**src/rtl/core/ssd_pkg.sv**
```systemverilog
// ----------------------------------------------------------------------------
// ssd_pkg
// Types, register indexes and lookup tables of the scan display driver.
// ----------------------------------------------------------------------------
package ssd_pkg;

	localparam int VOLT_W  = 16;
	localparam int SCALE_W = 10;
	localparam int CFG_W   = 10;
	localparam int POS_W   = 3;
	localparam int STORE_N = 6;

	localparam logic [1:0] REG_SCALE_FIRST    = 2'd0;
	localparam logic [1:0] REG_SCALE_SECOND   = 2'd1;
	localparam logic [1:0] REG_REFRESH_PERIOD = 2'd2;

	localparam logic [CFG_W-1:0] RST_SCALE_FIRST    = 10'd133;
	localparam logic [CFG_W-1:0] RST_SCALE_SECOND   = 10'd200;
	localparam logic [CFG_W-1:0] RST_REFRESH_PERIOD = 10'd200;

	localparam logic [9:0] SAT_MAX = 10'd999;
	localparam logic [7:0] DP_MASK = 8'h10;

	typedef struct packed {
		logic [3:0] hund;
		logic [3:0] tens;
		logic [3:0] ones;
	} digits_t;

	typedef struct packed {
		logic             resample;
		logic [POS_W-1:0] pos;
	} ctrl_t;

	function automatic logic [7:0] seg_of(input logic [3:0] d);
		logic [7:0] s;
		case (d)
			4'd0:    s = 8'hEE;
			4'd1:    s = 8'h0C;
			4'd2:    s = 8'hCB;
			4'd3:    s = 8'h8F;
			4'd4:    s = 8'h2D;
			4'd5:    s = 8'hA7;
			4'd6:    s = 8'hE7;
			4'd7:    s = 8'h8C;
			4'd8:    s = 8'hEF;
			4'd9:    s = 8'hAF;
			default: s = 8'h00;
		endcase
		return s;
	endfunction

	function automatic logic [2:0] sel_of(input logic [POS_W-1:0] p);
		logic [2:0] s;
		case (p)
			3'd0:    s = 3'd0;
			3'd1:    s = 3'd1;
			3'd2:    s = 3'd2;
			3'd3:    s = 3'd4;
			3'd4:    s = 3'd5;
			3'd5:    s = 3'd6;
			3'd6:    s = 3'd3;
			default: s = 3'd7;
		endcase
		return s;
	endfunction

endpackage

```
**src/rtl/core/ssd_lane.sv**
```systemverilog
// ----------------------------------------------------------------------------
// ssd_lane
// One voltage lane: registered scale multiply, then saturate and split into
// hundreds, tens and ones by reciprocal multiplication.
// ----------------------------------------------------------------------------
module ssd_lane
	import ssd_pkg::*;
(
	input  logic               clk,
	input  logic               load,
	input  logic [VOLT_W-1:0]  voltage,
	input  logic [SCALE_W-1:0] scale,
	output digits_t            digits
);

	logic [VOLT_W+SCALE_W-1:0] prod_s1;
	logic [13:0]               shifted;
	logic [9:0]                sat;
	logic [15:0]               h_mul;
	logic [3:0]                hund;
	logic [9:0]                h100;
	logic [9:0]                rem10;
	logic [6:0]                rem;
	logic [14:0]               t_mul;
	logic [3:0]                tens;
	logic [6:0]                t10;
	logic [6:0]                ones7;

	always_ff @(posedge clk) begin
		if (load) begin
			prod_s1 <= (VOLT_W+SCALE_W)'(voltage) * (VOLT_W+SCALE_W)'(scale);
		end
	end

	always_comb begin
		shifted = prod_s1[VOLT_W+SCALE_W-1:12];
		sat     = (shifted > 14'(SAT_MAX)) ? SAT_MAX : shifted[9:0];
		// v/100 == (v*41)>>12 for v < 1000
		h_mul   = 16'(sat) * 16'd41;
		hund    = h_mul[15:12];
		h100    = 10'(hund) * 10'd100;
		rem10   = sat - h100;
		rem     = rem10[6:0];
		// r/10 == (r*205)>>11 for r < 100
		t_mul   = 15'(rem) * 15'd205;
		tens    = t_mul[14:11];
		t10     = 7'(tens) * 7'd10;
		ones7   = rem - t10;
		digits.hund = hund;
		digits.tens = tens;
		digits.ones = ones7[3:0];
	end

endmodule

```
**src/rtl/core/ssd_merge.sv**
```systemverilog
// ----------------------------------------------------------------------------
// ssd_merge
// Merges both lanes into the digit store and builds the output word for the
// current scan position.
// ----------------------------------------------------------------------------
module ssd_merge
	import ssd_pkg::*;
(
	input  logic             clk,
	input  logic             arst_n,
	input  logic             load,
	input  ctrl_t            ctrl,
	input  digits_t          dig_first,
	input  digits_t          dig_second,
	output logic [7:0]       segments,
	output logic [2:0]       select_code,
	output logic [POS_W-1:0] position
);

	logic [3:0] store_q [STORE_N];
	logic [3:0] fresh   [STORE_N];
	logic [3:0] cur     [STORE_N];
	logic [3:0] digit;
	logic [7:0] seg_c;
	logic [7:0] seg_s2;
	logic [2:0] sel_s2;
	logic [POS_W-1:0] pos_s2;

	always_comb begin
		fresh[0] = dig_first.hund;
		fresh[1] = dig_first.tens;
		fresh[2] = dig_first.ones;
		fresh[3] = dig_second.hund;
		fresh[4] = dig_second.tens;
		fresh[5] = dig_second.ones;
		for (int i = 0; i < STORE_N; i++) begin
			cur[i] = ctrl.resample ? fresh[i] : store_q[i];
		end
		digit = 4'd0;
		seg_c = 8'h00;
		case (ctrl.pos)
			3'd0: digit = cur[0];
			3'd1: digit = cur[1];
			3'd2: digit = cur[2];
			3'd3: digit = cur[3];
			3'd4: digit = cur[4];
			3'd5: digit = cur[5];
			default: digit = 4'd0;
		endcase
		if (ctrl.pos < 3'(STORE_N)) begin
			seg_c = seg_of(digit);
			if (ctrl.pos == 3'd1 || ctrl.pos == 3'd3) begin
				seg_c = seg_c | DP_MASK;
			end
		end
	end

	always_ff @(posedge clk or negedge arst_n) begin
		if (!arst_n) begin
			for (int i = 0; i < STORE_N; i++) begin
				store_q[i] <= 4'd0;
			end
		end else if (load && ctrl.resample) begin
			for (int i = 0; i < STORE_N; i++) begin
				store_q[i] <= fresh[i];
			end
		end
	end

	always_ff @(posedge clk) begin
		if (load) begin
			seg_s2 <= seg_c;
			sel_s2 <= sel_of(ctrl.pos);
			pos_s2 <= ctrl.pos;
		end
	end

	assign segments    = seg_s2;
	assign select_code = sel_s2;
	assign position    = pos_s2;

endmodule

```
**src/rtl/core/seven_segment_scan_display_top.sv**
```systemverilog
// ----------------------------------------------------------------------------
// seven_segment_scan_display_top
// Path: the lane multiply register, then the split into digits and the merge output register.
// Throughput: one word per cycle while m_tready is high; the output register lets a new word in
// while a result waits. The pipeline has two stages: lane multiply and merge output.
// Reset: async, clears refresh counter, scan position, digit store and valid
// flags; scale and period registers return to their defaults.
// ----------------------------------------------------------------------------
module seven_segment_scan_display_top
	import ssd_pkg::*;
#(
	parameter int DIGITS = 6
) (
	input  logic               clk,
	input  logic               arst_n,
	input  logic               s_tvalid,
	output logic               s_tready,
	input  logic [31:0]        s_tdata,   // voltage_first, voltage_second
	output logic               m_tvalid,
	input  logic               m_tready,
	output logic [15:0]        m_tdata,   // segments, select_code, position, pad
	input  logic               cfg_wr_en,
	input  logic [1:0]         cfg_index,
	input  logic [CFG_W-1:0]   cfg_data
);

	localparam logic [POS_W-1:0] LAST_POS = POS_W'(DIGITS - 1);

	logic [CFG_W-1:0] scale_first_q;
	logic [CFG_W-1:0] scale_second_q;
	logic [CFG_W-1:0] period_q;
	logic [9:0]       refresh_q;
	logic [POS_W-1:0] pos_q;
	logic             v1_q;
	logic             v2_q;
	ctrl_t            ctrl_s1;
	logic             en2;
	logic             accept;
	logic             load2;
	digits_t          dig_first;
	digits_t          dig_second;
	logic [7:0]       segments;
	logic [2:0]       select_code;
	logic [POS_W-1:0] position;

	assign en2      = !v2_q || m_tready;
	assign s_tready = !v1_q || en2;
	assign accept   = s_tvalid && s_tready;
	assign load2    = v1_q && en2;

	always_ff @(posedge clk or negedge arst_n) begin
		if (!arst_n) begin
			scale_first_q  <= RST_SCALE_FIRST;
			scale_second_q <= RST_SCALE_SECOND;
			period_q       <= RST_REFRESH_PERIOD;
		end else if (cfg_wr_en) begin
			case (cfg_index)
				REG_SCALE_FIRST:    scale_first_q  <= cfg_data;
				REG_SCALE_SECOND:   scale_second_q <= cfg_data;
				REG_REFRESH_PERIOD: period_q       <= cfg_data;
				default: ;
			endcase
		end
	end

	always_ff @(posedge clk or negedge arst_n) begin
		if (!arst_n) begin
			refresh_q <= 10'd0;
			pos_q     <= '0;
			v1_q      <= 1'b0;
			v2_q      <= 1'b0;
		end else begin
			if (accept) begin
				if (refresh_q == 10'd0) begin
					// zero period acts as one
					refresh_q <= (period_q == 10'd0) ? 10'd0 : period_q - 10'd1;
				end else begin
					refresh_q <= refresh_q - 10'd1;
				end
				pos_q <= (pos_q >= LAST_POS) ? '0 : pos_q + POS_W'(1);
			end
			if (s_tready) begin
				v1_q <= accept;
			end
			if (en2) begin
				v2_q <= v1_q;
			end
		end
	end

	always_ff @(posedge clk) begin
		if (accept) begin
			ctrl_s1.resample <= (refresh_q == 10'd0);
			ctrl_s1.pos      <= pos_q;
		end
	end

	ssd_lane u_lane_first (
		.clk     (clk),
		.load    (accept),
		.voltage (s_tdata[15:0]),
		.scale   (scale_first_q),
		.digits  (dig_first)
	);

	ssd_lane u_lane_second (
		.clk     (clk),
		.load    (accept),
		.voltage (s_tdata[31:16]),
		.scale   (scale_second_q),
		.digits  (dig_second)
	);

	ssd_merge u_merge (
		.clk         (clk),
		.arst_n      (arst_n),
		.load        (load2),
		.ctrl        (ctrl_s1),
		.dig_first   (dig_first),
		.dig_second  (dig_second),
		.segments    (segments),
		.select_code (select_code),
		.position    (position)
	);

	assign m_tvalid = v2_q;
	assign m_tdata  = {2'b00, position, select_code, segments};

endmodule

```
**config.mk**
```make
export PLATFORM = sky130hd
export DESIGN_NAME = seven_segment_scan_display_top
export DESIGN_NICKNAME = d
export VERILOG_FILES = /design/src/rtl/core/ssd_pkg.sv /design/src/rtl/core/ssd_lane.sv /design/src/rtl/core/ssd_merge.sv /design/src/rtl/core/seven_segment_scan_display_top.sv
export SDC_FILE = /design/constraint.sdc
export NUM_CORES = 1
export LEC_CHECK = 0
export ABC_CLOCK_PERIOD_IN_PS = 18300
export BUFFER_PORTS_ARGS = -buffer_cell sky130_fd_sc_hd__buf_2
export CORE_ASPECT_RATIO = 0.8
export CORE_MARGIN = 4
export CORE_UTILIZATION = 40
export CTS_CLUSTER_DIAMETER = 150
export DETAILED_ROUTE_END_ITERATION = 8
export GPL_TIMING_DRIVEN = 0
export PLACE_DENSITY = 0.61
export SYNTH_ARGS = -nofsm -noshare
export SYNTH_HDL_FRONTEND = slang
export SYNTH_SLANG_ARGS = --single-unit
```
**constraint.sdc**
```tcl
create_clock -name clk -period 18.3 [get_ports clk]
set_input_delay 1.83 -clock clk [delete_from_list [all_inputs] [get_ports clk]]
set_output_delay 1.83 -clock clk [all_outputs]
set_load 0.02 [all_outputs]
```
# After elaboration in Yosys (flattened, before gate mapping)
# Memories as Yosys holds them, arrays and structs flattened.
# Cells that the tools add are included.
# totals
ram_bits,0
rom_bits,112
mem_count,1
reg_bits,139
output_inout_bits,18
latchBits,0
wordCells,79
# op_classes
add_sub_neg,7
shifts,0
n_mux,14
mul,10
magnitude_cmp,4
n_div,0
n_eq_ne,8
n_bitwise,0
n_reduce_logical,15
# mem_list
name,words,word_bits,rd,rd_ports_with_merged_regs,write_ports,line,text
(name not given),16,7,1,0,0,ssd_pkg.sv:37,case (d)
# op_table
cell,count
$mul 16x10->26,2
$mux 10,4
$mul 10x6->16 const B,2
$mul 7x8->15 const B,2
$gt 14x10->1 const B,2
$mux 4,6
$pmux 4 s6,1
$pmux 3 s7,1
$logic_not 10->1,2
$sub 10x1->10 const B,2
$sub 7x7->7,2
$mul 4x5->5 const B,2
$eq 3x3->1 const B,3
$mul 4x3->3 const B,2
$sub 4x4->4,2
$eq 3x2->1 const B,2
$reduce_and 2->1,3
$mux 5,1
$add 3x1->3 const B,1
$eq 3x1->1 const B,1
$ge 3x3->1 const B,1
$logic_and 1x1->1,3
$logic_not 3->1,1
$logic_or 1x1->1,3
6 further kinds,7

# Longest topological paths before layout
# Gate-level depths: netlist of run 1.
# An unclocked memory read counts as a cell.
# depth
depth_word,12
mapped_depth,47

# Hierarchy
# Synthesis of run 1 repeated with hierarchy kept, for this count alone.
# unflattened
cells_unflattened,1842
area_unflattened_um2,18387.6
# modules_own_cells
module,seq_area_each_um2,area_each_um2,instances,cells_each
ssd_lane at u_lane_first,420.4,7043.0,1,758
ssd_lane at u_lane_second,420.4,6998.0,1,749
seven_segment_scan_display_top,1257.5,2288.4,1,182
ssd_merge,1021.0,2058.2,1,153

# Least setup slack after synthesis of run 1
# No wires, ideal clock.
# synth_timing
kind,register -> register
startpoint,register u_lane_second.prod_s1[24]
endpoint,"register u_merge.seg_s2[6] (netlist: u_merge.segments[6]), data pin"
stages_incl_launch_ff,43
arrival_time_ps,10082
n_path_buf,1
required_ps,18044
synth_period_minus_slack_ps,10338
setup_slack_ps,7962
cell_sequence,edfxtp_1 -> nor4_4 -> o21a_1 -> and2_1 -> clkbuf_1 -> ha_1 -> inv_1 -> fa_1 -> inv_1 -> ha_1 -> ha_1 -> nand4_1 -> nor3_1 -> a211oi_2 -> o21bai_1 -> xor2_1 -> xnor2_1 -> ha_1 -> (+7 left out) -> inv_1 -> fa_1 -> inv_1 -> ha_1 -> o211ai_1 -> or4_1 -> nand4b_1 -> ha_1 -> inv_1 -> fa_1 -> mux2_2 -> a31oi_1 -> o21ai_0 -> a21oi_1 -> o221ai_1 -> a211oi_2 -> mux2_2 -> a31o_2
# synth_lines
element,line,text
from (decl),ssd_lane.sv:16,logic [VOLT_W+SCALE_W-1:0] prod_s1;
from (signal assigned),ssd_lane.sv:31,prod_s1 <= (VOLT_W+SCALE_W)'(voltage) * (VOLT_W+SCALE_W)'(scale);
to (signal assigned),ssd_merge.sv:72,seg_s2 <= seg_c;
to (decl),ssd_merge.sv:25,logic [7:0] seg_s2;

==> summary.md, run 1 <==
| Metric | Value |
|---|---|
| Status | complete, no violations |
| Leading area contributor after synthesis | fa_1 |
| Synth warn | 0 |
| Fin nets | 2,548 |
| Largest net degree at the start of global routing | 63 |
| Sequential fraction of the synthesis area | 0.1690 |
| Overall Global Routing Usage | 0.1755 |
| Critical path startpoint category | flop |
| CP Max Fanout | 8 |
| Max Freq | between 0.08 and 0.09 GHz |
| Unrepaired setup endpoints after global routing | no |
| Critical path class | reg -> reg |
| CP arrival | 12.23 ns |
| Final count of hold timing violations | 0 |
| Core area | 0.04563 mm2 |
| CP required | 18.48 ns |
| Routed WL | 42,040 um |
| Worst reg-to-reg path cell count | 44 |
| H-Tree Depth | 4 |
| Layout cells sized above 1 | 0.07646 |
| Total number of vias | approximately 13,000 |
| RR Startpoint | u_lane_first.prod_s1[25] |
| Clock Tree Root | clkbuf_16 |
| Post-synth top cells | inv_1, ha_1, fa_1 |
| Setup tns final | 0 ns |
| Most common cell in the netlist | inv_1 |
| Height of the die | 200.2 um |
| Post-CTS sizing | 0 |
| RR Endpoint | u_merge.segments[6] |
| Top FF cell, synth | dfrtp_1 |
| Hold crit path type | reg -> reg |
| Total of max-cap violations | 0 |
| CP Capture Type | flop |
| Grt ovf | 0 |
| Slew Viols, Final | 0 |
| Avg Cell Area, Syn | 9.561 um2 |
| WL per Instance | 16.08 um |
| Crit path top cell by count | ha_1 |
| Fin crit period | roughly 12 ns |
| Fill count | 4,382 |
| Post-synth EDFFs | 46 |
| Setup Buffers After CTS | 0 |
| Worst clock skew | around 0.01 ns |
| CP Capture Point | u_merge.segments[6] |
| Clock buffer depth | 2 |
| Placer Congestion | 0.9043 |
| Die W | 248.2 um |
| Synth cell types | 81 |
| Worst skew pair latency | 0.42 ns |
| Area growth syn-to-layout | 8.668% |
| Worst-Margin Slew | 0.9293 ns |
| Buffers on Ports | 36 |
| Reg2Reg Setup Slack | 6.25 ns |
| Place WS | around 6.4 ns |
| Asr flop ratio synth | 0.6000 |
| Hold_buf cts | 0 |
| Number of DRC markers in iteration 0 | 770 |
| Rel. slew slack | 0.3805 |
| Initial antenna violation count | 1 |
| CTS Buf Count | 17 |
| Ports | 67 |
| CTS tree | done |
| Worst path max stage delay | 0.60 ns |
| First-pass GRT wire length | a little over 70,000 um |
| TritonCTS sink count | 115 |
| Crit share post-route | 0.6583 |
| Vias in the first global route | 13,630 |
| Cell Rows | 70 |
| Synthesized area | 0.01846 mm2 |
| #FFs+latches synth | between 100 and 150 |
| Slowest CP cell | xor2_1 |
| Final WS setup | between 6 and 7 ns |
| Post-synthesis cell count | 1,931 |
| Die area | 0.04968 mm2 |
| Dpl hpwl | 34,310 um |
| Top-area cell type share of the netlist area | 0.2646 |
| Final Setup Violations | 0 |
| Critical path startpoint | u_lane_first.prod_s1[25] |
| Clock transition at path regs | about 0.06 ns |
| Antenna-violating nets left | 0 |
| Drt pass-1 iters | 5 |
| Area contributors post-synth | fa_1, ha_1, dfrtp_1, edfxtp_1, inv_1 |
| Drt drc | 0 |
| Via density | slightly above 5 |
| Initial Util | 0.4046 |
cells in the final DEF (no fill, tap or decap), drive strengths merged, types with 11 or more instances in the layout:
cell type / instances
a21o: 18
a21oi: 43
and2: 153
buf: 41
clkbuf: 94
dfrtp: 60
edfxtp: 46
fa: 244
ha: 267
inv: 327
mux2: 48
nand2: 227
nand2b: 20
nand3: 13
nand4: 14
nor2: 46
nor2b: 11
nor3: 22
o21ai: 57
xnor2: 48
xor2: 24
routing by layer:
layer  vias to the layer above  wire [um]  global-route usage
met4                         0        464             0.03305
met2                       251      18510              0.2677
met5                         -          0                   0
met3                        32       2101             0.03065
met1                      6509      20960              0.2644
li1                       6365          -                   -
final cells by class:
type / instances / area [um2] / area share
clock inverters: 9 / 127.6 / 0.006361
well taps: 612 / 765.7 / 0.03817
repair buffers: 37 / 210.2 / 0.01048
multi-input cells: 1415 / 13830 / 0.6892
inverters: 327 / 1230 / 0.06131
flip-flops and latches: 115 / 3119 / 0.1555
clock buffers: 23 / 489.2 / 0.02439
plain buffers: 75 / 291.5 / 0.01453
diodes: 1 / 2.502 / 0.0001247
through the flow:
stage	util	cell area [um2]	std cells	hold slack (ns)
after floorplan	-	18470	1932	0.4244
after global placement	0.4254	19410	2580	0.4589
after detailed placement	0.4261	19440	2581	0.4712
after CTS	0.4396	20060	2613	0.4833
after global routing	0.4396	20060	2613	0.5059
final	0.4396	20060	2614	0.4803
state kept, by name, indices dropped and copies added (netlist names), 3 cells and up:
register and count:
scale_first_q 10, pos_q 3, u_merge.select_code 3, scale_second_q 10
refresh_q 10, u_merge.segments 8, ctrl_s1 4, u_lane_second.prod_s1 14
u_merge.store_q 24, u_lane_first.prod_s1 14, period_q 10, u_merge.position 3
logic make-up (layout without fill, tap and decap cells):
family | Yosys count | count (layout) | share of synthesized area
simple gates | 569 | 569 | 0.1585
fa+ha+maj | 513 | 513 | 0.4466
buf+inv | 402 | 471 | 0.08234
compound gates | 201 | 201 | 0.07252
flops | 115 | 115 | 0.1690
xor+xnor | 73 | 73 | 0.03538
mux | 57 | 57 | 0.03551
other cells | 1 | 3 | 0.0002031
worst min-delay path by stage:
stage,from,endpoint,slack (ns),cells after the start
after global placement,u_merge.store_q[0],u_merge.store_q[0],0.46,2
after floorplan,ctrl_s1[0],u_merge.position[0],0.42,0
after detailed placement,v1_q,m_tvalid,0.47,1
final,v1_q,m_tvalid,0.48,1
after CTS,u_merge.store_q[1],u_merge.store_q[1],0.48,2
after global routing,u_merge.store_q[1],u_merge.store_q[1],0.51,2
critical path: cells and delay by family, from the launching register on:
kind / cells / cell delay, ns
muxes: 1 / 0.40
DFF: 1 / 0.41
adders and majority gates: 13 / 4.48
and+or+nand+nor: 5 / 1.42
AOI/OAI and AO/OA: 14 / 2.89
xor gates and xnor gates: 4 / 1.46
buffers and inverters: 7 / 0.75
Power of run 1 is not shown: default switching activity piles up to over one toggle a cycle in this logic, so the estimate is an artifact.
==> run 2, diff against run 1 <==
--- a/config.mk
+++ b/config.mk
@@ -5,7 +5,8 @@
 export SDC_FILE = /design/constraint.sdc
 export NUM_CORES = 1
 export LEC_CHECK = 0
-export ABC_CLOCK_PERIOD_IN_PS = 18300
+export ABC_AREA = 1
+export ABC_CLOCK_PERIOD_IN_PS = 12650
 export BUFFER_PORTS_ARGS = -buffer_cell sky130_fd_sc_hd__buf_2
 export CORE_ASPECT_RATIO = 0.8
 export CORE_MARGIN = 4
@@ -13,7 +14,7 @@
 export CTS_CLUSTER_DIAMETER = 150
 export DETAILED_ROUTE_END_ITERATION = 8
 export GPL_TIMING_DRIVEN = 0
-export PLACE_DENSITY = 0.61
+export PLACE_DENSITY = 0.6
 export SYNTH_ARGS = -nofsm -noshare
 export SYNTH_HDL_FRONTEND = slang
 export SYNTH_SLANG_ARGS = --single-unit
==> constraint.sdc (replaced) <==
create_clock -name clk -period 12.65 [get_ports clk]
set_input_delay 1.265 -clock clk [delete_from_list [all_inputs] [get_ports clk]]
set_output_delay 1.265 -clock clk [all_outputs]
set_load 0.02 [all_outputs]
==> summary.md, run 2 <==
| Metric | Value |
|---|---|
| Top-area cell type share of the netlist area | 0.2467 |
| Util after Layout | 0.4399 |
| Synth warn | 0 |
| CP Max Fanout | 10 |
| Cell Rows | 72 |
| Avg Cell Area, Syn | around 7.8 um2 |
| Post-DP Area | 0.02078 mm2 |
| Setup tns final | 0 ns |
| CP Capture Type | flop |
| Drt drc | 0 |
| Routed WL | between 40,000 and 50,000 um |
| Largest reg by FF count | u_merge.store_q |
| Post-CTS sizing | 0 |
| Clock transition at path regs | 0.06 ns |
| Initial Util | 0.4070 |
| Crit path top cell by count | inv_1 |
| CP Capture Point | u_merge.segments[1] |
| CP arrival | 10.13 ns |
| Critical path class | reg -> reg |
| Leading area contributor after synthesis | fa_1 |
| CP required | 12.82 ns |
| Most frequent cells in the layout | nand2_1, inv_1, ha_1 |
| Synth cell types | 57 |
| Total of max-cap violations | 0 |
| Hold crit path type | reg -> reg |
| Ant diodes | 0 |
| Number of DRC markers in iteration 0 | 1,095 |
| Core area | 0.04865 mm2 |
| Post-Layout Cell Count | 3,230 |
| Layout cells sized above 1 | 0.05459 |
| Worst path max stage delay | 0.49 ns |
| Buffers on Ports | 32 |
| Largest net degree at the start of global routing | 68 |
| Antenna-violating nets left | 0 |
| TritonCTS sink count | 115 |
| Area growth syn-to-layout | 8.069% |
| First-pass GRT wire length | 81,010 um |
| Area contributors post-synth | fa_1, ha_1, nand2_1, inv_1, dfrtp_1 |
| Ports | 67 |
| CTS Buf Count | 17 |
| Fin area | between 0.02 and 0.025 mm2 |
| Dpl hpwl | 39,140 um |
| Post-synth top cells | nand2_1, inv_1, ha_1 |
| WL per Instance | 14.73 um |
| Rel. slew slack | 0.3713 |
| Via density | 4.922 |
| Asr flop ratio synth | 0.6000 |
| Reg2Reg Setup Slack | 2.69 ns |
| Unrepaired setup endpoints after global routing | no |
| Die area | ~0.053 mm2 |
| Vias in the first global route | roughly 16,000 |
| Grt ovf | 0 |
| DP Cell Count | between 3,000 and 4,000 |
| Synthesized area | 0.01980 mm2 |
| Worst clock skew | 0.01020 ns |
| Top FF cell, synth | dfrtp_1 |
| CTS tree | done |
| Drt pass-1 iters | 5 |
| Final count of hold timing violations | 0 |
| Commonest non-fill, non-tap cell in the layout | nand2_1 |
| Max Freq | 0.1004 GHz |
| Post-synthesis cell count | around 2,500 |
| Hold_buf cts | 0 |
| Overall Global Routing Usage | 0.1827 |
| Slew Viols, Final | 0 |
| Critical path startpoint | u_lane_second.prod_s1[15] |
| Setup Buffers After CTS | 0 |
| #FFs+latches synth | about 120 |
| Worst reg-to-reg path cell count | between 50 and 60 |
| Most common cell in the netlist | nand2_1 |
| Fin crit period | 9.955 ns |
| Placer Congestion | around 0.9 |
| Critical path startpoint category | flop |
| Fin nets | around 3,100 |
| RR Endpoint | u_merge.segments[1] |
| Worst skew pair latency | 0.43 ns |
| Clock buffer depth | 2 |
| H-Tree Depth | 4 |
| Clock Tree Root | clkbuf_16 |
| Height of the die | ~210 um |
| Die W | 256.8 um |
| Sequential fraction of the synthesis area | 0.1575 |
| Slowest CP cell | fa_1 |
| Worst-Margin Slew | 0.9431 ns |
| RR Startpoint | u_lane_second.prod_s1[15] |
| Total number of vias | 15,900 |
| Final Setup Violations | 0 |
| Status | complete, no violations |
| Largest regs | u_merge.store_q x24, u_lane_first.prod_s1 x14, u_lane_second.prod_s1 x14 |
| Max reg flops | 24 |
| Post-synth EDFFs | 46 |
| Initial antenna violation count | 1 |
| Crit share post-route | 0.7870 |
run 2: changes by cell type in the layout (fill, tap and decap cells not counted), sizes merged, moves of 20 or more:
cell	before	now
mux2	48	0
nand2b	20	0
a21oi	43	97
o21ai	57	104
xnor2	48	18
inv	327	577
nor2	46	121
and2	153	5
nand3	13	81
nand2	227	657
run 2: logic make-up after synthesis:
kind of cell             Yosys count  synth area share
XOR/XNOR                          61           0.02812
other                              1         0.0001894
AND/OR/NAND/NOR                  923            0.1992
AO/OA/AOI/OAI                    254           0.07166
adder cells (fa/ha/maj)          511            0.4154
buffers and inverters            670            0.1279
flip-flops                       115            0.1575
run 2: how the worst min path moves through the flow:
stage	slack [ns]	cells past startpoint	to	startpoint
floorplan	0.45	2	u_merge.store_q[3]	u_merge.store_q[3]
detailed placement	0.47	2	u_merge.store_q[3]	u_merge.store_q[3]
global placement	0.46	2	u_merge.store_q[3]	u_merge.store_q[3]
CTS	0.48	2	u_merge.store_q[3]	u_merge.store_q[3]
global route	0.50	2	u_merge.store_q[3]	u_merge.store_q[3]
finish	0.48	2	u_merge.store_q[3]	u_merge.store_q[3]
run 2: layout make-up:
cell class / count / area, um2
buffer: 93 / 367.9
clock buffer: 23 / 489.2
clock inverter: 9 / 126.4
fill: 4907 / 27250
inverter: 577 / 2166
multi-input combinational: 1751 / 14150
sequential: 115 / 3119
tap: 629 / 787.0
timing repair buffer: 33 / 190.2
run 2: per-layer routing:
layer	vias up	global-route usage	routed length [um]
met5	-	0	13
met4	2	0.03027	418
met2	403	0.2798	20280
met1	7607	0.2756	24070
li1	7852	-	-
met3	35	0.03211	2789
run 2: worst max-delay path: cells and delay by family, from the launching register on:
kind	cells	cell delay [ns]
XOR/XNOR	3	0.90
adder cells (fa/ha/maj)	12	4.15
buffers and inverters	13	0.87
flip-flops	1	0.46
AO/OA/AOI/OAI	5	0.99
AND/OR/NAND/NOR	20	2.35
run 2: per-stage QoR:
stage | setup slack (ns) | hold WS (ns)
2_1_floorplan | 3.893 | 0.4451
3_3_place_gp | 2.850 | 0.4637
3_5_place_dp | 2.665 | 0.4657
4_1_cts | 2.653 | 0.4799
5_1_grt | 1.903 | 0.5024
6_report | 2.695 | 0.4762
Power of run 2 is left out for the same reason.
